$ cat src/hw/rtl/mlbl_pkg.sv
package mlbl_pkg;

   localparam int DATA_W           = 16;
   localparam int CH_MAX           = 4;
   localparam int BOX_CHANNELS_DEF = 4;
   localparam int FIFO_DEPTH_DEF   = 2;
   localparam int DIST_W           = 18;
   localparam int BATCH_W          = 11;
   localparam int NB_W             = 27;
   localparam int NN_W             = 32;
   localparam int NNB_W            = 43;
   localparam int NUM_W            = 48;
   localparam int DEN_W            = 43;
   localparam int ACC_W            = 48;
   localparam int GRAD_W           = 32;
   localparam int LOSS_W           = 47;
   localparam int FRAC_SHIFT       = 16;
   localparam int NORM_SHIFT       = 24;
   localparam int CSR_IDX_W        = 1;
   localparam int CSR_DATA_W       = 16;

   localparam logic [DATA_W-1:0]  THRESH_RESET = DATA_W'(179);
   localparam logic [BATCH_W-1:0] BATCH_RESET  = BATCH_W'(1);

   localparam logic [CSR_IDX_W-1:0] CSR_CONF_THRESHOLD = 1'b0;
   localparam logic [CSR_IDX_W-1:0] CSR_BATCH_SIZE     = 1'b1;

   localparam logic [NUM_W-1:0] ACC_MAX  = {NUM_W{1'b1}};
   localparam logic [NUM_W-1:0] GRAD_MAX = {{(NUM_W-GRAD_W+1){1'b0}}, {(GRAD_W-1){1'b1}}};
   localparam logic [NUM_W-1:0] LOSS_MAX = {{(NUM_W-LOSS_W){1'b0}}, {LOSS_W{1'b1}}};

   typedef struct packed {
      logic signed [DATA_W-1:0] conf_score;
      logic signed [DATA_W-1:0] pred_x0;
      logic signed [DATA_W-1:0] pred_y0;
      logic signed [DATA_W-1:0] pred_x1;
      logic signed [DATA_W-1:0] pred_y1;
      logic signed [DATA_W-1:0] true_x0;
      logic signed [DATA_W-1:0] true_y0;
      logic signed [DATA_W-1:0] true_x1;
      logic signed [DATA_W-1:0] true_y1;
      logic [DATA_W-1:0]        norm_value;
      logic                     batch_end;
   } req_item_type;

   typedef struct packed {
      logic signed [GRAD_W-1:0] grad_conf;
      logic signed [GRAD_W-1:0] grad_norm;
      logic signed [GRAD_W-1:0] grad_pred_x0;
      logic signed [GRAD_W-1:0] grad_pred_y0;
      logic signed [GRAD_W-1:0] grad_pred_x1;
      logic signed [GRAD_W-1:0] grad_pred_y1;
      logic signed [GRAD_W-1:0] grad_true_x0;
      logic signed [GRAD_W-1:0] grad_true_y0;
      logic signed [GRAD_W-1:0] grad_true_x1;
      logic signed [GRAD_W-1:0] grad_true_y1;
      logic [LOSS_W-1:0]        loss_total;
      logic                     loss_valid;
   } rsp_item_type;

   typedef struct packed {
      logic [DIST_W-1:0] l1_dist;
      logic              mask;
      logic [CH_MAX-1:0] pos;
      logic [CH_MAX-1:0] en;
      logic [DATA_W-1:0] norm;
      logic              batch_end;
   } entry_type;

endpackage

$ cat src/hw/rtl/masked_l1_box_loss.sv
// Channel   Direction  Handshake               Payload
// req_      in         req_push / req_full     req_item  (req_item_type)
// rsp_      out        rsp_pop / rsp_empty     rsp_item  (rsp_item_type)
// csr_      in         csr_valid / csr_ready   csr_index, csr_wdata
//
// The back end sends fewer quotients through the divider for an item whose confidence is
// below the threshold than for one that counts, and one more for the item that ends a
// batch; each quotient holds the single shared 48-step restoring divider, and one that is
// masked or has a zero divisor is settled without the divider.
// Reset is synchronous and clears both queues, the sequencer and the loss accumulator.
// Two-entry queues on either side of the arithmetic let input and output stall apart.
module masked_l1_box_loss
   import mlbl_pkg::*;
#(
   parameter int BOX_CHANNELS = BOX_CHANNELS_DEF,
   parameter int FIFO_DEPTH   = FIFO_DEPTH_DEF
) (
   input  logic                  clock,
   input  logic                  reset,
   input  logic                  req_push,
   output logic                  req_full,
   input  req_item_type          req_item,
   output logic                  rsp_empty,
   input  logic                  rsp_pop,
   output rsp_item_type          rsp_item,
   input  logic                  csr_valid,
   output logic                  csr_ready,
   input  logic [CSR_IDX_W-1:0]  csr_index,
   input  logic [CSR_DATA_W-1:0] csr_wdata
);

   logic [DATA_W-1:0]  thresh_ff;
   logic [BATCH_W-1:0] batch_ff;
   entry_type          front_entry, q_entry;
   logic               q_empty, q_pop;
   rsp_item_type       back_item;
   logic               out_full, out_push;

   assign csr_ready = 1'b1;

   always_ff @(posedge clock) begin
      if (reset) begin
         thresh_ff <= THRESH_RESET;
         batch_ff  <= BATCH_RESET;
      end else if (csr_valid && csr_ready) begin
         if (csr_index == CSR_CONF_THRESHOLD) begin
            thresh_ff <= csr_wdata[DATA_W-1:0];
         end else if (csr_index == CSR_BATCH_SIZE) begin
            batch_ff <= csr_wdata[BATCH_W-1:0];
         end
      end
   end

   mlbl_front #(
      .BOX_CHANNELS (BOX_CHANNELS)
   ) u_front (
      .req_item       (req_item),
      .conf_threshold (thresh_ff),
      .entry          (front_entry)
   );

   mlbl_fifo #(
      .DEPTH     (FIFO_DEPTH),
      .item_type (entry_type)
   ) u_in_q (
      .clock     (clock),
      .reset     (reset),
      .push      (req_push),
      .push_item (front_entry),
      .full      (req_full),
      .pop       (q_pop),
      .pop_item  (q_entry),
      .empty     (q_empty)
   );

   mlbl_back u_back (
      .clock      (clock),
      .reset      (reset),
      .in_entry   (q_entry),
      .in_empty   (q_empty),
      .in_pop     (q_pop),
      .batch_size (batch_ff),
      .out_item   (back_item),
      .out_full   (out_full),
      .out_push   (out_push)
   );

   mlbl_fifo #(
      .DEPTH     (FIFO_DEPTH),
      .item_type (rsp_item_type)
   ) u_out_q (
      .clock     (clock),
      .reset     (reset),
      .push      (out_push),
      .push_item (back_item),
      .full      (out_full),
      .pop       (rsp_pop),
      .pop_item  (rsp_item),
      .empty     (rsp_empty)
   );

endmodule

$ cat src/hw/rtl/mlbl_fifo.sv
module mlbl_fifo
   import mlbl_pkg::*;
#(
   parameter int DEPTH = FIFO_DEPTH_DEF,
   parameter type item_type = entry_type
) (
   input  logic     clock,
   input  logic     reset,
   input  logic     push,
   input  item_type push_item,
   output logic     full,
   input  logic     pop,
   output item_type pop_item,
   output logic     empty
);

   localparam int PTR_W = (DEPTH > 1) ? $clog2(DEPTH) : 1;
   localparam int CNT_W = $clog2(DEPTH + 1);

   item_type         mem_ff [DEPTH];
   logic [PTR_W-1:0] wr_ptr_ff, wr_ptr_in;
   logic [PTR_W-1:0] rd_ptr_ff, rd_ptr_in;
   logic [CNT_W-1:0] count_ff, count_in;
   logic             do_push, do_pop;

   assign full     = (count_ff == CNT_W'(DEPTH));
   assign empty    = (count_ff == '0);
   assign do_push  = push && !full;
   assign do_pop   = pop && !empty;
   assign pop_item = mem_ff[rd_ptr_ff];

   always_comb begin
      wr_ptr_in = wr_ptr_ff;
      rd_ptr_in = rd_ptr_ff;
      if (do_push) begin
         wr_ptr_in = (wr_ptr_ff == PTR_W'(DEPTH - 1)) ? '0 : wr_ptr_ff + 1'b1;
      end
      if (do_pop) begin
         rd_ptr_in = (rd_ptr_ff == PTR_W'(DEPTH - 1)) ? '0 : rd_ptr_ff + 1'b1;
      end
      count_in = count_ff + CNT_W'(do_push) - CNT_W'(do_pop);
   end

   always_ff @(posedge clock) begin
      if (do_push) begin
         mem_ff[wr_ptr_ff] <= push_item;
      end
   end

   always_ff @(posedge clock) begin
      if (reset) begin
         wr_ptr_ff <= '0;
         rd_ptr_ff <= '0;
         count_ff  <= '0;
      end else begin
         wr_ptr_ff <= wr_ptr_in;
         rd_ptr_ff <= rd_ptr_in;
         count_ff  <= count_in;
      end
   end

endmodule

$ cat src/hw/rtl/mlbl_front.sv
module mlbl_front
   import mlbl_pkg::*;
#(
   parameter int BOX_CHANNELS = BOX_CHANNELS_DEF
) (
   input  req_item_type      req_item,
   input  logic [DATA_W-1:0] conf_threshold,
   output entry_type         entry
);

   logic signed [DATA_W-1:0] pred  [CH_MAX];
   logic signed [DATA_W-1:0] truth [CH_MAX];
   logic signed [DATA_W:0]   diff  [CH_MAX];
   logic [DATA_W:0]          mag   [CH_MAX];
   logic [DIST_W-1:0]        dist_sum;

   assign pred[0]  = req_item.pred_x0;
   assign pred[1]  = req_item.pred_y0;
   assign pred[2]  = req_item.pred_x1;
   assign pred[3]  = req_item.pred_y1;
   assign truth[0] = req_item.true_x0;
   assign truth[1] = req_item.true_y0;
   assign truth[2] = req_item.true_x1;
   assign truth[3] = req_item.true_y1;

   always_comb begin
      dist_sum = '0;
      for (int c = 0; c < CH_MAX; c++) begin
         diff[c] = $signed({pred[c][DATA_W-1], pred[c]})
                 - $signed({truth[c][DATA_W-1], truth[c]});
         mag[c]  = diff[c][DATA_W] ? unsigned'(-diff[c]) : unsigned'(diff[c]);
         entry.en[c]  = (c < BOX_CHANNELS);
         entry.pos[c] = (diff[c] > 0);
         if (c < BOX_CHANNELS) begin
            dist_sum = dist_sum + DIST_W'(mag[c]);
         end
      end
      entry.l1_dist   = dist_sum;
      entry.mask      = $signed({req_item.conf_score[DATA_W-1], req_item.conf_score})
                        >= $signed({1'b0, conf_threshold});
      entry.norm      = req_item.norm_value;
      entry.batch_end = req_item.batch_end;
   end

endmodule

$ cat src/hw/rtl/mlbl_div.sv
module mlbl_div
   import mlbl_pkg::*;
(
   input  logic             clock,
   input  logic             reset,
   input  logic             start,
   input  logic [NUM_W-1:0] num,
   input  logic [DEN_W-1:0] den,
   output logic             done,
   output logic [NUM_W-1:0] quo
);

   localparam int CNT_W = $clog2(NUM_W);

   logic             busy_ff, busy_in;
   logic             done_ff, done_in;
   logic [CNT_W-1:0] cnt_ff, cnt_in;
   logic [NUM_W-1:0] quo_ff;
   logic [DEN_W-1:0] rem_ff;
   logic [DEN_W-1:0] den_ff;
   logic [DEN_W:0]   rem_sh;
   logic [DEN_W:0]   rem_diff;
   logic             fits;
   logic             take;

   assign take     = start && !busy_ff;
   assign rem_sh   = {rem_ff, quo_ff[NUM_W-1]};
   assign rem_diff = rem_sh - {1'b0, den_ff};
   assign fits     = (rem_sh >= {1'b0, den_ff});
   assign done     = done_ff;
   assign quo      = quo_ff;

   always_comb begin
      busy_in = busy_ff;
      done_in = 1'b0;
      cnt_in  = cnt_ff;
      if (take) begin
         busy_in = 1'b1;
         cnt_in  = '0;
      end else if (busy_ff) begin
         cnt_in = cnt_ff + 1'b1;
         if (cnt_ff == CNT_W'(NUM_W - 1)) begin
            busy_in = 1'b0;
            done_in = 1'b1;
         end
      end
   end

   always_ff @(posedge clock) begin
      if (take) begin
         quo_ff <= num;
         rem_ff <= '0;
         den_ff <= den;
      end else if (busy_ff) begin
         quo_ff <= {quo_ff[NUM_W-2:0], fits};
         rem_ff <= fits ? rem_diff[DEN_W-1:0] : rem_sh[DEN_W-1:0];
      end
   end

   always_ff @(posedge clock) begin
      if (reset) begin
         busy_ff <= 1'b0;
         done_ff <= 1'b0;
         cnt_ff  <= '0;
      end else begin
         busy_ff <= busy_in;
         done_ff <= done_in;
         cnt_ff  <= cnt_in;
      end
   end

endmodule

$ cat src/hw/rtl/mlbl_back.sv
module mlbl_back
   import mlbl_pkg::*;
(
   input  logic               clock,
   input  logic               reset,
   input  entry_type          in_entry,
   input  logic               in_empty,
   output logic               in_pop,
   input  logic [BATCH_W-1:0] batch_size,
   output rsp_item_type       out_item,
   input  logic               out_full,
   output logic               out_push
);

   typedef enum logic [8:0] {
      S_IDLE = 9'b000000001,
      S_MUL1 = 9'b000000010,
      S_MUL2 = 9'b000000100,
      S_TERM = 9'b000001000,
      S_CONF = 9'b000010000,
      S_NORM = 9'b000100000,
      S_GP   = 9'b001000000,
      S_LOSS = 9'b010000000,
      S_PUSH = 9'b100000000
   } state_type;

   state_type          state_ff, state_in;
   logic               issued_ff, issued_in;
   logic [ACC_W-1:0]   acc_ff, acc_in;
   entry_type          ent_ff;
   logic [NB_W-1:0]    nb_ff;
   logic [NN_W-1:0]    nn_ff;
   logic [NNB_W-1:0]   nnb_ff;
   logic [GRAD_W-1:0]  conf_ff, norm_ff, gp_ff;
   logic [LOSS_W-1:0]  loss_ff;
   logic [BATCH_W-1:0] b_eff;
   logic [NUM_W-1:0]   num;
   logic [DEN_W-1:0]   den;
   logic [NUM_W-1:0]   vmax;
   logic [NUM_W-1:0]   val;
   logic [ACC_W:0]     acc_sum;
   logic               need, div_state, skip, advance;
   logic               div_start, div_done;
   logic [NUM_W-1:0]   div_quo;
   logic [GRAD_W-1:0]  gpred [CH_MAX];

   assign b_eff = (batch_size == '0) ? BATCH_W'(1) : batch_size;

   mlbl_div u_div (
      .clock (clock),
      .reset (reset),
      .start (div_start),
      .num   (num),
      .den   (den),
      .done  (div_done),
      .quo   (div_quo)
   );

   always_comb begin
      num       = '0;
      den       = '0;
      vmax      = '0;
      need      = 1'b0;
      div_state = 1'b1;
      unique case (state_ff)
         S_TERM: begin
            num  = NUM_W'(ent_ff.l1_dist) << FRAC_SHIFT;
            den  = DEN_W'(ent_ff.norm);
            need = ent_ff.mask;
            vmax = ACC_MAX;
         end
         S_CONF: begin
            num  = NUM_W'(ent_ff.l1_dist) << FRAC_SHIFT;
            den  = DEN_W'(nb_ff);
            need = 1'b1;
            vmax = GRAD_MAX;
         end
         S_NORM: begin
            num  = NUM_W'(ent_ff.l1_dist) << NORM_SHIFT;
            den  = DEN_W'(nnb_ff);
            need = ent_ff.mask;
            vmax = GRAD_MAX;
         end
         S_GP: begin
            num  = NUM_W'(1) << NORM_SHIFT;
            den  = DEN_W'(nb_ff);
            need = ent_ff.mask;
            vmax = GRAD_MAX;
         end
         S_LOSS: begin
            num  = acc_ff;
            den  = DEN_W'(b_eff);
            need = ent_ff.batch_end;
            vmax = LOSS_MAX;
         end
         default: begin
            div_state = 1'b0;
         end
      endcase
   end

   always_comb begin
      skip      = !need || (den == '0);
      advance   = div_state && (skip || (issued_ff && div_done));
      div_start = div_state && !skip && !issued_ff;
      if (!need) begin
         val = '0;
      end else if (den == '0) begin
         val = (num != '0) ? vmax : '0;
      end else begin
         val = (div_quo > vmax) ? vmax : div_quo;
      end
      acc_sum = {1'b0, acc_ff} + {1'b0, val};
   end

   always_comb begin
      state_in  = state_ff;
      issued_in = issued_ff;
      acc_in    = acc_ff;
      in_pop    = 1'b0;
      out_push  = 1'b0;
      if (div_start) begin
         issued_in = 1'b1;
      end else if (advance) begin
         issued_in = 1'b0;
      end
      unique case (state_ff)
         S_IDLE: begin
            if (!in_empty) begin
               in_pop   = 1'b1;
               state_in = S_MUL1;
            end
         end
         S_MUL1: state_in = S_MUL2;
         S_MUL2: state_in = S_TERM;
         S_TERM: begin
            if (advance) begin
               acc_in   = acc_sum[ACC_W] ? ACC_MAX : acc_sum[ACC_W-1:0];
               state_in = S_CONF;
            end
         end
         S_CONF: if (advance) state_in = S_NORM;
         S_NORM: if (advance) state_in = S_GP;
         S_GP:   if (advance) state_in = S_LOSS;
         S_LOSS: begin
            if (advance) begin
               if (ent_ff.batch_end) begin
                  acc_in = '0;
               end
               state_in = S_PUSH;
            end
         end
         S_PUSH: begin
            if (!out_full) begin
               out_push = 1'b1;
               state_in = S_IDLE;
            end
         end
         default: state_in = S_IDLE;
      endcase
   end

   always_ff @(posedge clock) begin
      if (in_pop) begin
         ent_ff <= in_entry;
      end
      if (state_ff == S_MUL1) begin
         nb_ff <= NB_W'(ent_ff.norm) * NB_W'(b_eff);
         nn_ff <= NN_W'(ent_ff.norm) * NN_W'(ent_ff.norm);
      end
      if (state_ff == S_MUL2) begin
         nnb_ff <= NNB_W'(nn_ff) * NNB_W'(b_eff);
      end
      if (advance) begin
         if (state_ff == S_CONF) conf_ff <= val[GRAD_W-1:0];
         if (state_ff == S_NORM) norm_ff <= val[GRAD_W-1:0];
         if (state_ff == S_GP)   gp_ff   <= val[GRAD_W-1:0];
         if (state_ff == S_LOSS) loss_ff <= val[LOSS_W-1:0];
      end
   end

   always_ff @(posedge clock) begin
      if (reset) begin
         state_ff  <= S_IDLE;
         issued_ff <= 1'b0;
         acc_ff    <= '0;
      end else begin
         state_ff  <= state_in;
         issued_ff <= issued_in;
         acc_ff    <= acc_in;
      end
   end

   always_comb begin
      for (int c = 0; c < CH_MAX; c++) begin
         if (!ent_ff.en[c]) begin
            gpred[c] = '0;
         end else begin
            gpred[c] = ent_ff.pos[c] ? gp_ff : GRAD_W'(-gp_ff);
         end
      end
      out_item.grad_conf    = conf_ff;
      out_item.grad_norm    = GRAD_W'(-norm_ff);
      out_item.grad_pred_x0 = gpred[0];
      out_item.grad_pred_y0 = gpred[1];
      out_item.grad_pred_x1 = gpred[2];
      out_item.grad_pred_y1 = gpred[3];
      out_item.grad_true_x0 = GRAD_W'(-gpred[0]);
      out_item.grad_true_y0 = GRAD_W'(-gpred[1]);
      out_item.grad_true_x1 = GRAD_W'(-gpred[2]);
      out_item.grad_true_y1 = GRAD_W'(-gpred[3]);
      out_item.loss_total   = loss_ff;
      out_item.loss_valid   = ent_ff.batch_end;
   end

endmodule

$ cat config.mk
export PLATFORM = sky130hd
export DESIGN_NAME = masked_l1_box_loss
export DESIGN_NICKNAME = d
export VERILOG_FILES = /design/src/hw/rtl/mlbl_pkg.sv /design/src/hw/rtl/masked_l1_box_loss.sv /design/src/hw/rtl/mlbl_fifo.sv /design/src/hw/rtl/mlbl_front.sv /design/src/hw/rtl/mlbl_div.sv /design/src/hw/rtl/mlbl_back.sv
export SDC_FILE = /design/constraint.sdc
export NUM_CORES = 2
export LEC_CHECK = 0
export BUFFER_PORTS_ARGS = -buffer_cell sky130_fd_sc_hd__buf_2
export CAP_MARGIN = 40
export CORE_MARGIN = 3
export CORE_UTILIZATION = 30
export DETAILED_ROUTE_END_ITERATION = 10
export PLACE_DENSITY = 0.56
export REMOVE_ABC_BUFFERS = 1
export SLEW_MARGIN = 20
export SYNTH_ARGS = -nofsm -noshare
export SYNTH_HDL_FRONTEND = slang
export SYNTH_SLANG_ARGS = --single-unit
export TNS_END_PERCENT = 50
$ cat constraint.sdc
create_clock -name clock -period 24.1 [get_ports clock]
set_input_delay 4.82 -clock clock [delete_from_list [all_inputs] [get_ports clock]]
set_output_delay 4.82 -clock clock [all_outputs]
set_load 0.05 [all_outputs]
==> impl_metrics.xml <==
<?xml version="1.0" encoding="UTF-8"?>
<metrics>
  <group name="clocking">
    <metric name="clkTransAtPathRegs" unit="ps">60</metric>
    <metric name="tritoncts" unit="">built</metric>
    <metric name="holdBufCountCts" unit="">0</metric>
    <metric name="cts-root-buf" unit="">sky130_fd_sc_hd__clkbuf_16</metric>
    <metric name="clock_latency" unit="ps">830</metric>
    <metric name="tritoncts.num_buffers" unit="">157</metric>
    <metric name="clock_sink_count" unit="">1322</metric>
    <metric name="cts_buffer_depth" unit="">4</metric>
    <metric name="postCtsSetupBuffers" unit="">0</metric>
    <metric name="h-tree-depth" unit="">4</metric>
    <metric name="cts_resized" unit="">0</metric>
  </group>
  <group name="sta">
    <metric name="post-route-min-period" unit="ps">11170</metric>
    <metric name="hold_violations" unit="">0</metric>
    <metric name="tightest_slew" unit="ps">928</metric>
    <metric name="report.final.setup_viol" unit="">0</metric>
    <metric name="post-route-period-util" unit="">0.464</metric>
    <metric name="timing_max_transition_violations_final" unit="">0</metric>
    <metric name="worst_hold_slack" unit="ps">408</metric>
    <metric name="clock.fmax" unit="GHz">0.0895</metric>
    <metric name="worst_setup_slack_after_layout" unit="ps">12930</metric>
    <metric name="timing.max_slew.rel_slack" unit="">0.377</metric>
    <metric name="grt_setup_unrepaired" unit="">no</metric>
    <metric name="fin_worst_skew" unit="ps">67.6</metric>
    <metric name="tns" unit="ps">0</metric>
  </group>
  <group name="synthesis">
    <metric name="post-synth-top-count-cell" unit="">sky130_fd_sc_hd__edfxtp_1</metric>
    <metric name="synth_top_flop_cell" unit="">sky130_fd_sc_hd__edfxtp_1</metric>
    <metric name="cell_area_after_technology_mapping" unit="um^2">88800</metric>
    <metric name="synthDominantAreaCellType" unit="">sky130_fd_sc_hd__edfxtp_1</metric>
    <metric name="fraction_of_the_yosys_area_taken_by_sequential_cells" unit="">0.431</metric>
    <metric name="area_contributors_post_synth" unit="">sky130_fd_sc_hd__edfxtp_1 (40%), sky130_fd_sc_hd__fa_1 (13%), sky130_fd_sc_hd__ha_1 (6.9%)</metric>
    <metric name="number_of_synthesized_flops_with_an_enable_pin" unit="">1177</metric>
    <metric name="average_instance_area_after_synthesis" unit="um^2">11.1</metric>
    <metric name="synthesis.yosys.warnings" unit="">0</metric>
    <metric name="postSynth.asyncResetShare" unit="">0</metric>
    <metric name="synth.top_cells.by_count" unit="">sky130_fd_sc_hd__edfxtp_1 (1177), sky130_fd_sc_hd__nand2_1 (889), sky130_fd_sc_hd__inv_1 (809), sky130_fd_sc_hd__fa_1 (598), sky130_fd_sc_hd__nor2_1 (495)</metric>
    <metric name="postSynthCellCount" unit="">8017</metric>
    <metric name="post_synth_num_cell_types" unit="">92</metric>
    <metric name="postSynthRegisterBits" unit="">1322</metric>
    <metric name="synthDominantCellAreaShare" unit="">0.398</metric>
  </group>
  <group name="placement">
    <metric name="place_ws" unit="ps">12230</metric>
    <metric name="buffer_ports.inserted" unit="">552</metric>
    <metric name="place_inst" unit="">12227</metric>
    <metric name="post-dp-hpwl" unit="um">191000</metric>
    <metric name="gp_congestion" unit="">0.890</metric>
  </group>
  <group name="global_routing">
    <metric name="grt_pass1_wl" unit="um">388000</metric>
    <metric name="grt_start_max_net_pins" unit="">149</metric>
    <metric name="vias_in_the_first_global_route" unit="">63040</metric>
    <metric name="grt_antenna_before_repair" unit="">21</metric>
    <metric name="global_route.usage.total" unit="">0.166</metric>
    <metric name="grt.overflow.total" unit="">0</metric>
  </group>
  <group name="drt">
    <metric name="route.detailed.wl_per_inst" unit="um">20.4</metric>
    <metric name="vias" unit="">61511</metric>
    <metric name="drt_iter0_markers" unit="">4986</metric>
    <metric name="finalWirelength" unit="um">256000</metric>
    <metric name="detailedRoute.firstPassIterationCount" unit="">6</metric>
    <metric name="avgViaCountPerCell" unit="">4.91</metric>
    <metric name="detail_route.drc_violations" unit="">0</metric>
    <metric name="final_antenna_net_count" unit="">0</metric>
  </group>
  <group name="die">
    <metric name="die_w" unit="um">550</metric>
    <metric name="die_h" unit="um">550</metric>
    <metric name="placementRows" unit="">199</metric>
    <metric name="core_region_area" unit="um^2">294000</metric>
    <metric name="boundaryPins" unit="">554</metric>
    <metric name="die_area" unit="um^2">303000</metric>
    <metric name="initial_utilization" unit="">0.302</metric>
  </group>
  <group name="finish">
    <metric name="area.growth.synth_to_final" unit="%">14.2</metric>
    <metric name="num-nets-final" unit="">9741</metric>
    <metric name="instances_no_fill" unit="">12522</metric>
    <metric name="share_of_cells_above_drive_strength_1" unit="">0.162</metric>
  </group>
  <group name="critical_path">
    <metric name="worstPathMaxFanout" unit="">17</metric>
    <metric name="path_buf_inv" unit="">5</metric>
    <metric name="crit_path_frequent_cell" unit="">sky130_fd_sc_hd__fa_1</metric>
    <metric name="cp_top_family" unit="">compound AO/OA/AOI/OAI gates</metric>
    <metric name="arrival_time_reported_for_the_critical_path_endpoint" unit="ps">11690</metric>
    <metric name="cp_slowest_cell" unit="">sky130_fd_sc_hd__a2111oi_0</metric>
    <metric name="crit_path_start_kind" unit="">input pin</metric>
    <metric name="worstSetupPathType" unit="">input pin to register</metric>
    <metric name="cp-end-kind" unit="">register</metric>
    <metric name="cp.required" unit="ps">24620</metric>
    <metric name="timing.critical_path.slowest_cell_delay" unit="ps">570</metric>
  </group>
  <group name="outcome">
    <metric name="outcome" unit="">finished, final reports clean</metric>
  </group>
  <group name="min_path">
    <metric name="hold_class" unit="">register to register</metric>
  </group>
  <group name="run">
    <metric name="drv_cap" unit="">0</metric>
  </group>
</metrics>
==> cell type report <==
class / instances / area, um^2
multi-input cells: 5506 / 46100
flip-flops and latches: 1322 / 38300
well taps: 3919 / 4900
inverters: 813 / 3050
fillers: 29347 / 193000
clock inverters: 88 / 923
clock buffers: 195 / 4210
diodes: 9 / 22.5
repair buffers: 670 / 3950
==> cells in the final DEF (no fill, tap or decap), drive strengths merged, types with 70 or more instances in the layout <==
master | Yosys | final
a21o | 141 | 141
clkbuf | 317 | 195
nor2 | 495 | 495
nand2 | 889 | 889
mux2 | 411 | 411
dfxtp | 145 | 145
xnor2 | 370 | 370
fa | 598 | 598
xor2 | 206 | 206
a21oi | 369 | 369
nand3 | 70 | 70
o21a | 88 | 88
edfxtp | 1177 | 1177
and2 | 208 | 208
nor3 | 109 | 109
buf | 69 | 670
inv | 812 | 822
ha | 490 | 490
o21ai | 270 | 270
==> sequential cells by signal, indices dropped and copies added (netlist names), 16 cells and up, named ones only <==
| name | count |
|---|---|
| u_back.ent_ff | 39 |
| u_back.loss_ff | 47 |
| u_back.gp_ff | 32 |
| u_back.conf_ff | 32 |
| u_back.nn_ff | 31 |
| u_back.u_div.den_ff | 43 |
| u_back.acc_ff | 48 |
| u_back.nnb_ff | 43 |
| u_back.nb_ff | 27 |
| u_back.norm_ff | 32 |
| u_back.u_div.rem_ff | 43 |
| u_out_q.mem_ff | 722 |
| u_in_q.mem_ff | 80 |
| thresh_ff | 16 |
| u_back.u_div.quo | 48 |
==> cell families (layout without fill, tap and decap cells) <==
family / count (synthesis) / in the layout / share of synthesized area
and+or+nand+nor: 2181 / 2181 / 0.115
other: 2 / 21 / 0.0000846
muxes: 423 / 423 / 0.0535
adders and majority gates: 1088 / 1088 / 0.204
DFF: 1322 / 1322 / 0.431
buffers and inverters: 1199 / 1766 / 0.0516
AOI/OAI and AO/OA: 1226 / 1226 / 0.0880
xor gates and xnor gates: 576 / 576 / 0.0568
==> stage by stage <==
stage,instance area [um^2],utilization
final,101000,0.345
after global placement,95800,0.326
after detailed placement,96200,0.327
after global routing,101000,0.345
after floorplan,87300,-
after CTS,101000,0.344
==> worst register-to-register path, delay by kind of cell (launching register included) <==
family | cells | cell delay, ps
buf+inv | 3 | 650
fa+ha+maj | 2 | 770
compound gates | 12 | 4330
simple gates | 12 | 3800
xor+xnor | 1 | 190
flops | 1 | 370
==> final timing paths <==
path | from | end | slack [ps] | cells after the start
worst min register to register | u_back.loss_ff[27] | u_out_q.mem_ff[0][28] | 410 | 0
worst max-delay path | req_item[113] | u_in_q.mem_ff[1][39] | 12930 | 31
worst min-delay path | u_back.loss_ff[27] | u_out_q.mem_ff[0][28] | 410 | 0
worst max register to register | u_back.state_ff[8] | u_back.acc_ff[35] | 13870 | 30
==> layer usage <==
layer	wire length, um	global-route usage	vias to the layer above
met5	37	0	-
met3	16100	0.0247	362
met2	120000	0.273	1934
met4	6270	0.0426	8
li1	-	-	28465
met1	114000	0.227	30742
Power is not shown: default switching activity piles up to over one toggle a cycle in this logic, so the estimate is an artifact.
